===== config.mk =====
export PLATFORM = sky130hd
export DESIGN_NAME = calendar_to_epoch_seconds
export DESIGN_NICKNAME = d
export VERILOG_FILES = /design/src/hw/rtl/c2e_pkg.sv /design/src/hw/rtl/c2e_front.sv /design/src/hw/rtl/c2e_queue.sv /design/src/hw/rtl/c2e_back.sv /design/src/hw/rtl/calendar_to_epoch_seconds.sv
export SDC_FILE = /design/constraint.sdc
export NUM_CORES = 2
export LEC_CHECK = 0
export ABC_AREA = 1
export BUFFER_PORTS_ARGS = -buffer_cell sky130_fd_sc_hd__buf_2
export CORE_MARGIN = 2
export CORE_UTILIZATION = 40
export CTS_CLUSTER_DIAMETER = 60
export CTS_CLUSTER_SIZE = 12
export DETAILED_ROUTE_END_ITERATION = 6
export PLACE_DENSITY_LB_ADDON = 0.15
export SYNTH_ARGS = -nofsm -noshare
export SYNTH_HDL_FRONTEND = slang
export SYNTH_SLANG_ARGS = --single-unit

===== constraint.sdc =====
create_clock -name clock -period 11.45 [get_ports clock]
set_input_delay 1.145 -clock clock [delete_from_list [all_inputs] [get_ports clock]]
set_output_delay 1.145 -clock clock [all_outputs]
set_load 0.02 [all_outputs]

===== src/hw/rtl/c2e_pkg.sv =====
// Package for the calendar to epoch seconds block: types, constants and helper functions.
`timescale 1ns / 1ps

package c2e_pkg;

   localparam int YearWidth    = 14;
   localparam int FullYearWidth = 13;
   localparam int MonthWidth   = 4;
   localparam int DayWidth     = 5;
   localparam int HourWidth    = 5;
   localparam int MinuteWidth  = 6;
   localparam int SecondWidth  = 6;
   localparam int EpochWidth   = 39;
   localparam int DaysWidth    = 23;
   localparam int TodWidth     = 17;
   localparam int LeapCntWidth = 14;
   localparam int QuotWidth    = 7;

   localparam int QueueDepth   = 2;
   localparam int PtrWidth     = $clog2(QueueDepth);
   localparam int CountWidth   = $clog2(QueueDepth + 1);

   localparam logic [FullYearWidth-1:0] BaseYear  = 13'd1900;
   localparam logic [13:0] Year1970 = 14'd1970;
   localparam logic [13:0] Year1969 = 14'd1969;
   localparam logic [13:0] Year1901 = 14'd1901;
   localparam logic [13:0] Year1601 = 14'd1601;
   localparam logic [12:0] Recip100 = 13'd5243;
   localparam int          Recip100Shift = 19;

   localparam logic [MonthWidth-1:0] MonthJan = 4'd0;
   localparam logic [MonthWidth-1:0] MonthFeb = 4'd1;
   localparam logic [MonthWidth-1:0] MonthMar = 4'd2;
   localparam logic [MonthWidth-1:0] MonthApr = 4'd3;
   localparam logic [MonthWidth-1:0] MonthMay = 4'd4;
   localparam logic [MonthWidth-1:0] MonthJun = 4'd5;
   localparam logic [MonthWidth-1:0] MonthJul = 4'd6;
   localparam logic [MonthWidth-1:0] MonthAug = 4'd7;
   localparam logic [MonthWidth-1:0] MonthSep = 4'd8;
   localparam logic [MonthWidth-1:0] MonthOct = 4'd9;
   localparam logic [MonthWidth-1:0] MonthNov = 4'd10;
   localparam logic [MonthWidth-1:0] MonthDec = 4'd11;

   localparam logic [HourWidth-1:0]   MaxHour   = 5'd23;
   localparam logic [MinuteWidth-1:0] MaxMinute = 6'd59;
   localparam logic [SecondWidth-1:0] MaxSecond = 6'd60;

   typedef struct packed {
      logic                     ok;
      logic [FullYearWidth-1:0] year;
      logic                     leap;
      logic [MonthWidth-1:0]    month;
      logic [DayWidth-1:0]      mday;
      logic [HourWidth-1:0]     hour;
      logic [MinuteWidth-1:0]   minute;
      logic [SecondWidth-1:0]   second;
   } entry_type;

   function automatic logic [QuotWidth-1:0] div100(input logic [FullYearWidth-1:0] n);
      logic [25:0] prod;
      prod = 26'(n) * 26'(Recip100);
      return prod[Recip100Shift +: QuotWidth];
   endfunction

   function automatic logic [DayWidth-1:0] month_length(input logic [MonthWidth-1:0] mon,
                                                        input logic leap);
      case (mon)
         MonthFeb: month_length = leap ? 5'd29 : 5'd28;
         MonthApr, MonthJun, MonthSep, MonthNov: month_length = 5'd30;
         default: month_length = 5'd31;
      endcase
   endfunction

   function automatic logic [8:0] days_before_month(input logic [MonthWidth-1:0] mon);
      case (mon)
         MonthJan: days_before_month = 9'd0;
         MonthFeb: days_before_month = 9'd31;
         MonthMar: days_before_month = 9'd59;
         MonthApr: days_before_month = 9'd90;
         MonthMay: days_before_month = 9'd120;
         MonthJun: days_before_month = 9'd151;
         MonthJul: days_before_month = 9'd181;
         MonthAug: days_before_month = 9'd212;
         MonthSep: days_before_month = 9'd243;
         MonthOct: days_before_month = 9'd273;
         MonthNov: days_before_month = 9'd304;
         MonthDec: days_before_month = 9'd334;
         default: days_before_month = 9'd0;
      endcase
   endfunction

endpackage


===== src/hw/rtl/c2e_front.sv =====
// Front stage: accepts request words, resolves the full year and checks every field.
`timescale 1ns / 1ps

module c2e_front (
   input  logic                            clock,
   input  logic                            reset,
   input  logic                            start,
   input  logic signed [c2e_pkg::YearWidth-1:0] req_year_value,
   input  logic [c2e_pkg::MonthWidth-1:0]  req_month_index,
   input  logic [c2e_pkg::DayWidth-1:0]    req_day_of_month,
   input  logic [c2e_pkg::HourWidth-1:0]   req_hour_value,
   input  logic [c2e_pkg::MinuteWidth-1:0] req_minute_value,
   input  logic [c2e_pkg::SecondWidth-1:0] req_second_value,
   input  logic                            queue_full,
   output logic                            busy,
   output logic                            push,
   output c2e_pkg::entry_type              push_entry
);

   logic                              front_vld_ff, front_vld_in;
   c2e_pkg::entry_type                front_ff, front_in;
   logic [c2e_pkg::FullYearWidth-1:0] year_low;
   logic [c2e_pkg::FullYearWidth-1:0] full_year;
   logic [c2e_pkg::QuotWidth-1:0]     quot_cur, quot_prev;
   logic                              leap;
   logic                              accept;

   assign busy   = front_vld_ff && queue_full;
   assign push   = front_vld_ff && !queue_full;
   assign accept = start && !busy;
   assign push_entry = front_ff;

   always_comb begin
      year_low  = req_year_value[c2e_pkg::FullYearWidth-1:0];
      full_year = (year_low < c2e_pkg::BaseYear) ? year_low + c2e_pkg::BaseYear : year_low;
      quot_cur  = c2e_pkg::div100(full_year);
      quot_prev = c2e_pkg::div100(full_year - 13'd1);
      leap = (full_year[1:0] == 2'b00) &&
             ((quot_cur == quot_prev) || (quot_cur[1:0] == 2'b00));

      front_in.year   = full_year;
      front_in.leap   = leap;
      front_in.month  = req_month_index;
      front_in.mday   = req_day_of_month;
      front_in.hour   = req_hour_value;
      front_in.minute = req_minute_value;
      front_in.second = req_second_value;
      front_in.ok = !req_year_value[c2e_pkg::YearWidth-1] &&
                    (req_month_index <= c2e_pkg::MonthDec) &&
                    (req_day_of_month != 5'd0) &&
                    (req_day_of_month <= c2e_pkg::month_length(req_month_index, leap)) &&
                    (req_hour_value <= c2e_pkg::MaxHour) &&
                    (req_minute_value <= c2e_pkg::MaxMinute) &&
                    (req_second_value <= c2e_pkg::MaxSecond);

      front_vld_in = accept || (front_vld_ff && !push);
   end

   always_ff @(posedge clock) begin
      if (reset) begin
         front_vld_ff <= 1'b0;
      end else begin
         front_vld_ff <= front_vld_in;
      end
   end

   always_ff @(posedge clock) begin
      if (accept) begin
         front_ff <= front_in;
      end
   end

endmodule


===== src/hw/rtl/c2e_queue.sv =====
// Short queue of checked words between the front and back stages.
`timescale 1ns / 1ps

module c2e_queue (
   input  logic               clock,
   input  logic               reset,
   input  logic               push,
   input  c2e_pkg::entry_type push_entry,
   input  logic               pop,
   output logic               full,
   output logic               not_empty,
   output c2e_pkg::entry_type head_entry
);

   c2e_pkg::entry_type               slot_ff [c2e_pkg::QueueDepth];
   logic [c2e_pkg::PtrWidth-1:0]     wr_ptr_ff, wr_ptr_in;
   logic [c2e_pkg::PtrWidth-1:0]     rd_ptr_ff, rd_ptr_in;
   logic [c2e_pkg::CountWidth-1:0]   count_ff, count_in;
   logic                             do_pop;

   assign full       = (count_ff == c2e_pkg::CountWidth'(c2e_pkg::QueueDepth));
   assign not_empty  = (count_ff != '0);
   assign head_entry = slot_ff[rd_ptr_ff];
   assign do_pop     = pop && not_empty;

   always_comb begin
      wr_ptr_in = wr_ptr_ff;
      rd_ptr_in = rd_ptr_ff;
      count_in  = count_ff;
      if (push) begin
         wr_ptr_in = (wr_ptr_ff == c2e_pkg::PtrWidth'(c2e_pkg::QueueDepth - 1)) ?
                     '0 : wr_ptr_ff + 1'b1;
      end
      if (do_pop) begin
         rd_ptr_in = (rd_ptr_ff == c2e_pkg::PtrWidth'(c2e_pkg::QueueDepth - 1)) ?
                     '0 : rd_ptr_ff + 1'b1;
      end
      if (push && !do_pop) begin
         count_in = count_ff + 1'b1;
      end else if (do_pop && !push) begin
         count_in = count_ff - 1'b1;
      end
   end

   always_ff @(posedge clock) begin
      if (reset) begin
         wr_ptr_ff <= '0;
         rd_ptr_ff <= '0;
         count_ff  <= '0;
      end else begin
         wr_ptr_ff <= wr_ptr_in;
         rd_ptr_ff <= rd_ptr_in;
         count_ff  <= count_in;
      end
   end

   always_ff @(posedge clock) begin
      if (push) begin
         slot_ff[wr_ptr_ff] <= push_entry;
      end
   end

endmodule


===== src/hw/rtl/c2e_back.sv =====
// Back pipeline: leap day count, day number, and scaling to seconds.
`timescale 1ns / 1ps

module c2e_back (
   input  logic                                     clock,
   input  logic                                     reset,
   input  logic                                     not_empty,
   input  c2e_pkg::entry_type                       head_entry,
   output logic                                     pop,
   output logic                                     rsp_strobe,
   output logic signed [c2e_pkg::EpochWidth-1:0]    rsp_epoch_seconds,
   output logic                                     rsp_valid_res
);

   // stage one
   logic                                         s1_vld_ff;
   logic                                         s1_ok_ff;
   logic signed [c2e_pkg::DaysWidth-1:0]         s1_base_ff, s1_base_in;
   logic signed [c2e_pkg::LeapCntWidth-1:0]      s1_lcnt_ff, s1_lcnt_in;
   logic                                         s1_leap_ff;
   logic [c2e_pkg::MonthWidth-1:0]               s1_month_ff;
   logic [c2e_pkg::DayWidth-1:0]                 s1_mday_ff;
   logic [c2e_pkg::HourWidth-1:0]                s1_hour_ff;
   logic [c2e_pkg::MinuteWidth-1:0]              s1_minute_ff;
   logic [c2e_pkg::SecondWidth-1:0]              s1_second_ff;
   // stage two
   logic                                         s2_vld_ff;
   logic                                         s2_ok_ff;
   logic signed [c2e_pkg::DaysWidth-1:0]         s2_days_ff, s2_days_in;
   logic [c2e_pkg::TodWidth-1:0]                 s2_tod_ff, s2_tod_in;
   // output
   logic                                         out_strobe_ff;
   logic signed [c2e_pkg::EpochWidth-1:0]        out_epoch_ff, out_epoch_in;
   logic                                         out_valid_ff;

   logic signed [13:0]                           yr_since_1970, yr_since_1969;
   logic signed [13:0]                           yr_since_1901;
   logic [13:0]                                  yr_since_1601;
   logic [13:0]                                  mag_1969, quarter_1969;
   logic signed [13:0]                           term4;
   logic [c2e_pkg::QuotWidth-1:0]                term100, term400;
   logic [c2e_pkg::FullYearWidth-1:0]            quarter_1601;
   logic                                         leap_adj;
   logic signed [c2e_pkg::EpochWidth-1:0]        sec_prod;

   assign pop = not_empty;

   always_comb begin
      yr_since_1970 = $signed({1'b0, head_entry.year} - c2e_pkg::Year1970);
      yr_since_1969 = $signed({1'b0, head_entry.year} - c2e_pkg::Year1969);
      yr_since_1901 = $signed({1'b0, head_entry.year} - c2e_pkg::Year1901);
      yr_since_1601 = {1'b0, head_entry.year} - c2e_pkg::Year1601;

      mag_1969     = yr_since_1969[13] ? 14'(-yr_since_1969) : 14'(yr_since_1969);
      quarter_1969 = mag_1969 >> 2;
      term4        = yr_since_1969[13] ? $signed(-quarter_1969) : $signed(quarter_1969);

      term100 = yr_since_1901[13] ? '0 :
                c2e_pkg::div100(yr_since_1901[c2e_pkg::FullYearWidth-1:0]);
      quarter_1601 = c2e_pkg::FullYearWidth'(yr_since_1601 >> 2);
      term400 = c2e_pkg::div100(quarter_1601);

      s1_lcnt_in = term4 - $signed({7'b0, term100}) + $signed({7'b0, term400});
      s1_base_in = c2e_pkg::DaysWidth'(yr_since_1970) * 23'sd365;
   end

   always_comb begin
      leap_adj   = (s1_month_ff >= c2e_pkg::MonthMar) && s1_leap_ff;
      s2_days_in = s1_base_ff
                 + c2e_pkg::DaysWidth'(s1_lcnt_ff)
                 + $signed({14'b0, c2e_pkg::days_before_month(s1_month_ff)})
                 + $signed({22'b0, leap_adj})
                 + $signed({18'b0, s1_mday_ff})
                 - 23'sd1;
      s2_tod_in = 17'(s1_hour_ff) * 17'd3600
                + 17'(s1_minute_ff) * 17'd60
                + 17'(s1_second_ff);
   end

   always_comb begin
      sec_prod = c2e_pkg::EpochWidth'(s2_days_ff) * 39'sd86400;
      out_epoch_in = s2_ok_ff ? sec_prod + $signed({22'b0, s2_tod_ff}) : '1;
   end

   always_ff @(posedge clock) begin
      if (reset) begin
         s1_vld_ff     <= 1'b0;
         s2_vld_ff     <= 1'b0;
         out_strobe_ff <= 1'b0;
      end else begin
         s1_vld_ff     <= not_empty;
         s2_vld_ff     <= s1_vld_ff;
         out_strobe_ff <= s2_vld_ff;
      end
   end

   always_ff @(posedge clock) begin
      if (not_empty) begin
         s1_ok_ff     <= head_entry.ok;
         s1_base_ff   <= s1_base_in;
         s1_lcnt_ff   <= s1_lcnt_in;
         s1_leap_ff   <= head_entry.leap;
         s1_month_ff  <= head_entry.month;
         s1_mday_ff   <= head_entry.mday;
         s1_hour_ff   <= head_entry.hour;
         s1_minute_ff <= head_entry.minute;
         s1_second_ff <= head_entry.second;
      end
      if (s1_vld_ff) begin
         s2_ok_ff   <= s1_ok_ff;
         s2_days_ff <= s2_days_in;
         s2_tod_ff  <= s2_tod_in;
      end
      if (s2_vld_ff) begin
         out_epoch_ff <= out_epoch_in;
         out_valid_ff <= s2_ok_ff;
      end
   end

   assign rsp_strobe        = out_strobe_ff;
   assign rsp_epoch_seconds = out_epoch_ff;
   assign rsp_valid_res     = out_valid_ff;

endmodule


===== src/hw/rtl/calendar_to_epoch_seconds.sv =====
// Top level of the calendar to epoch seconds converter.
`timescale 1ns / 1ps

// Converts a broken-down UTC date and time into signed seconds since
// 1970-01-01 with a valid flag; a rejected field gives -1 and valid low.
// One request word is taken per clock while busy is low, and each result
// word appears on the rsp ports with rsp_strobe high for one cycle after
// it passes the front check register, the two-word queue and the three
// back pipeline stages (leap-day count, day number, multiply by 86400).
// The back part drains the queue every cycle, so busy rises only if the
// queue is full.
// rsp_strobe cannot be held off; capture the result in that cycle.

module calendar_to_epoch_seconds (
   input  logic                                  clock,
   input  logic                                  reset,
   input  logic                                  start,
   output logic                                  busy,
   input  logic signed [c2e_pkg::YearWidth-1:0]  req_year_value,
   input  logic [c2e_pkg::MonthWidth-1:0]        req_month_index,
   input  logic [c2e_pkg::DayWidth-1:0]          req_day_of_month,
   input  logic [c2e_pkg::HourWidth-1:0]         req_hour_value,
   input  logic [c2e_pkg::MinuteWidth-1:0]       req_minute_value,
   input  logic [c2e_pkg::SecondWidth-1:0]       req_second_value,
   output logic                                  rsp_strobe,
   output logic signed [c2e_pkg::EpochWidth-1:0] rsp_epoch_seconds,
   output logic                                  rsp_valid_res
);

   logic               push, queue_full, not_empty, pop;
   c2e_pkg::entry_type push_entry, head_entry;

   c2e_front u_front (
      .clock            (clock),
      .reset            (reset),
      .start            (start),
      .req_year_value   (req_year_value),
      .req_month_index  (req_month_index),
      .req_day_of_month (req_day_of_month),
      .req_hour_value   (req_hour_value),
      .req_minute_value (req_minute_value),
      .req_second_value (req_second_value),
      .queue_full       (queue_full),
      .busy             (busy),
      .push             (push),
      .push_entry       (push_entry)
   );

   c2e_queue u_queue (
      .clock      (clock),
      .reset      (reset),
      .push       (push),
      .push_entry (push_entry),
      .pop        (pop),
      .full       (queue_full),
      .not_empty  (not_empty),
      .head_entry (head_entry)
   );

   c2e_back u_back (
      .clock             (clock),
      .reset             (reset),
      .not_empty         (not_empty),
      .head_entry        (head_entry),
      .pop               (pop),
      .rsp_strobe        (rsp_strobe),
      .rsp_epoch_seconds (rsp_epoch_seconds),
      .rsp_valid_res     (rsp_valid_res)
   );

endmodule

==> metrics.yaml <==
synthesis.instances: 4251
ys_types: 55
fin_skew_ns: 0.0165
path_buf_inv: 3
dp_cells: 5578
ys.flop_type: "edfxtp_1"
crit_path_top_delay_cell: "dfxtp_2"
layout_common_cells: "inv_1, nand2_1, ha_1, fa_1, edfxtp_1"
ant_nets: 0
clock-root-buffer: "clkbuf_16"
cts.path.max_buffers: 3
critPathMaxFanout: 40
grt_max_degree: 71
critPathKind: "register to register"
layout.nets: 5454
synth-seq-cells: 287
reg2regPathDepth: 37
layout_commonest_cell: "inv_1"
tns_ns: 0
required_ns: 11.79
fmax_mhz: 96.9
finalCritPeriodShare: 0.902
hold_violations: 0
place_congestion: 0.876
wl_per_cell_um: 14.9
core.rowCount: 112
cts_tree: "built"
ys_seq_area_frac: 0.224
drive_above_1_share: 0.0534
core_area_um2: 93200
path_depth: 37
drv_slew: 0
hpwl_mm: 72.3
grt.overflow.total: 0
boundaryPins: 85
critPathTopFamily: "adder cells"
antenna_found_initial: 2
endpoint: "u_back.s1_lcnt_ff[12]"
setup_viol: 0
synth_top_area_frac: 0.235
syn_area_um2: 37600
synth_warnings: 0
status: "finished clean"
ff2ff_setup_slack_ns: 1.13
clock_sinks: 287
cts_setup_buffers: 0
yosysTopAreaCell: "ha_1"
syn-num-nets: 5348
crit_path_end_kind: "register"
finish.instance_area_um2: 40500
hp-class: "register to register"
async_reset_ff_frac: 0
fin_crit_ns: 10.33
fill_cells: 9258
die_y_um: 311
area.growth.synth_to_final_pct: 7.80
rsz0062_at_grt: "no"
placed_area_um2: 39600
slew_headroom: 0.333
clk_latency_ns: 0.60
cts_hold_buf: 0
h-tree-depth: 1
grt_pass1_vias: 27300
synth_area_leaders: "ha_1, edfxtp_1, fa_1, inv_1, nand2_1"
port-buffer-count: 84
dr.pass1.iters: 5
drc: 0
drt_iter0_drc: 1204
worst_slew_pin_slew_ns: 1.00
vias: 26700
rr_endpoint: "u_back.s1_lcnt_ff[12]"
worstPathArrival_ns: 10.67
avgSynthCellArea_um2: 8.85
cts_resized: 0
start_kind: "register"
track_usage: 0.176
cts_buffers: 31
start_util: 0.404
grt_pass1_wl_mm: 139
clk_pin_slew_ns: 0.06
cp_slowest_stage_delay_ns: 0.90
routed_wl_mm: 83.7
synth-edff-count: 269
via_per_inst: 4.73
maxCapViolations: 0
stdcell_count: 5636
die_area_um2: 96500
antenna_cells: 0
die_w_um: 311
## per-stage QoR
stage	hold WS [ns]	setup slack, ns	utilization
3_3_place_gp	0.400	1.38	0.425
4_1_cts	0.423	1.14	0.435
2_1_floorplan	0.400	2.44	-
3_5_place_dp	0.405	1.22	0.425
6_report	0.425	1.13	0.435
5_1_grt	0.425	0.212	0.435
## cell type report
cell class	count	area [µm²]	share of cell area
inverter	1002	3760	0.0928
timing repair buffer	95	503	0.0124
multi-input combinational	2940	25300	0.624
tap	1254	1570	0.0387
sequential	287	8440	0.208
clock inverter	9	100	0.00247
clock buffer	49	875	0.0216
## worst min-delay path by stage
stage                                 from                  end  slack [ns]  depth (start not counted)
finish              u_back.s1_second_ff[1]  u_back.s2_tod_ff[1]        0.42                          0
global route               u_back.s1_ok_ff      u_back.s2_ok_ff        0.42                          0
CTS                        u_back.s1_ok_ff      u_back.s2_ok_ff        0.42                          0
detailed placement         u_back.s1_ok_ff      u_back.s2_ok_ff        0.40                          0
global placement    u_back.s1_second_ff[0]  u_back.s2_tod_ff[0]        0.40                          0
floorplan                  u_back.s1_ok_ff      u_back.s2_ok_ff        0.40                          0
## cells by family (layout without fill, tap and decap cells)
group	count (synthesis)	in the layout	synth area share
buffers and inverters	1024	1155	0.104
AND/OR/NAND/NOR	1259	1259	0.142
AO/OA/AOI/OAI	452	452	0.0684
XOR/XNOR	175	175	0.0412
flip-flops	287	287	0.224
adder cells (fa/ha/maj)	1054	1054	0.420
## sequential cells by signal, indices dropped and copies added, names as in the netlist, 2 cells and up, named ones only
name                      flops
u_back.s1_lcnt_ff            14
u_back.s2_tod_ff             17
u_back.s1_mday_ff             5
u_back.s1_minute_ff           6
u_back.s1_hour_ff             5
u_queue.count_ff              2
u_back.s1_second_ff           6
u_back.s2_days_ff            23
u_back.rsp_epoch_seconds     39
u_back.s1_month_ff            4
u_back.s1_base_ff            23
u_front.push_entry           41
u_queue.slot_ff              82
## cells in the mapped netlist (3+ instances only)
master      n
o22ai_1     4
buf_6       4
o21bai_1   24
edfxtp_1  269
nor3_1     28
nor4_1      3
inv_1     995
o31ai_1     5
o21a_1      8
or2_2      10
and2_1      3
clkbuf_1   13
nor2_2     12
o21ai_1     5
xor2_1    124
nand3b_1   10
o21ai_2     9
nand2_4     5
nand3_1   158
xnor2_1    49
o211ai_1    8
nand2_2    34
nor2_1    214
a211oi_1    5
a21oi_1   204
dfxtp_1    18
o21ai_0   122
a21o_1     20
nand3_2     5
nand2_1   733
fa_1      349
a31oi_1    13
a21boi_0   12
ha_1      705
inv_2       7
nand4_1    38
## metal layers
metal  track usage  wire length (µm)  up-vias
li1              -                 -    13800
met1         0.231             38800    12500
met2         0.315             41100      291
met3        0.0127              1900       90
met4        0.0415              1910        0
met5             0                 0        -
Power is left out: the tool's default activity adds up to more than one toggle a clock period on the data nets, which glitch-free logic cannot reach.
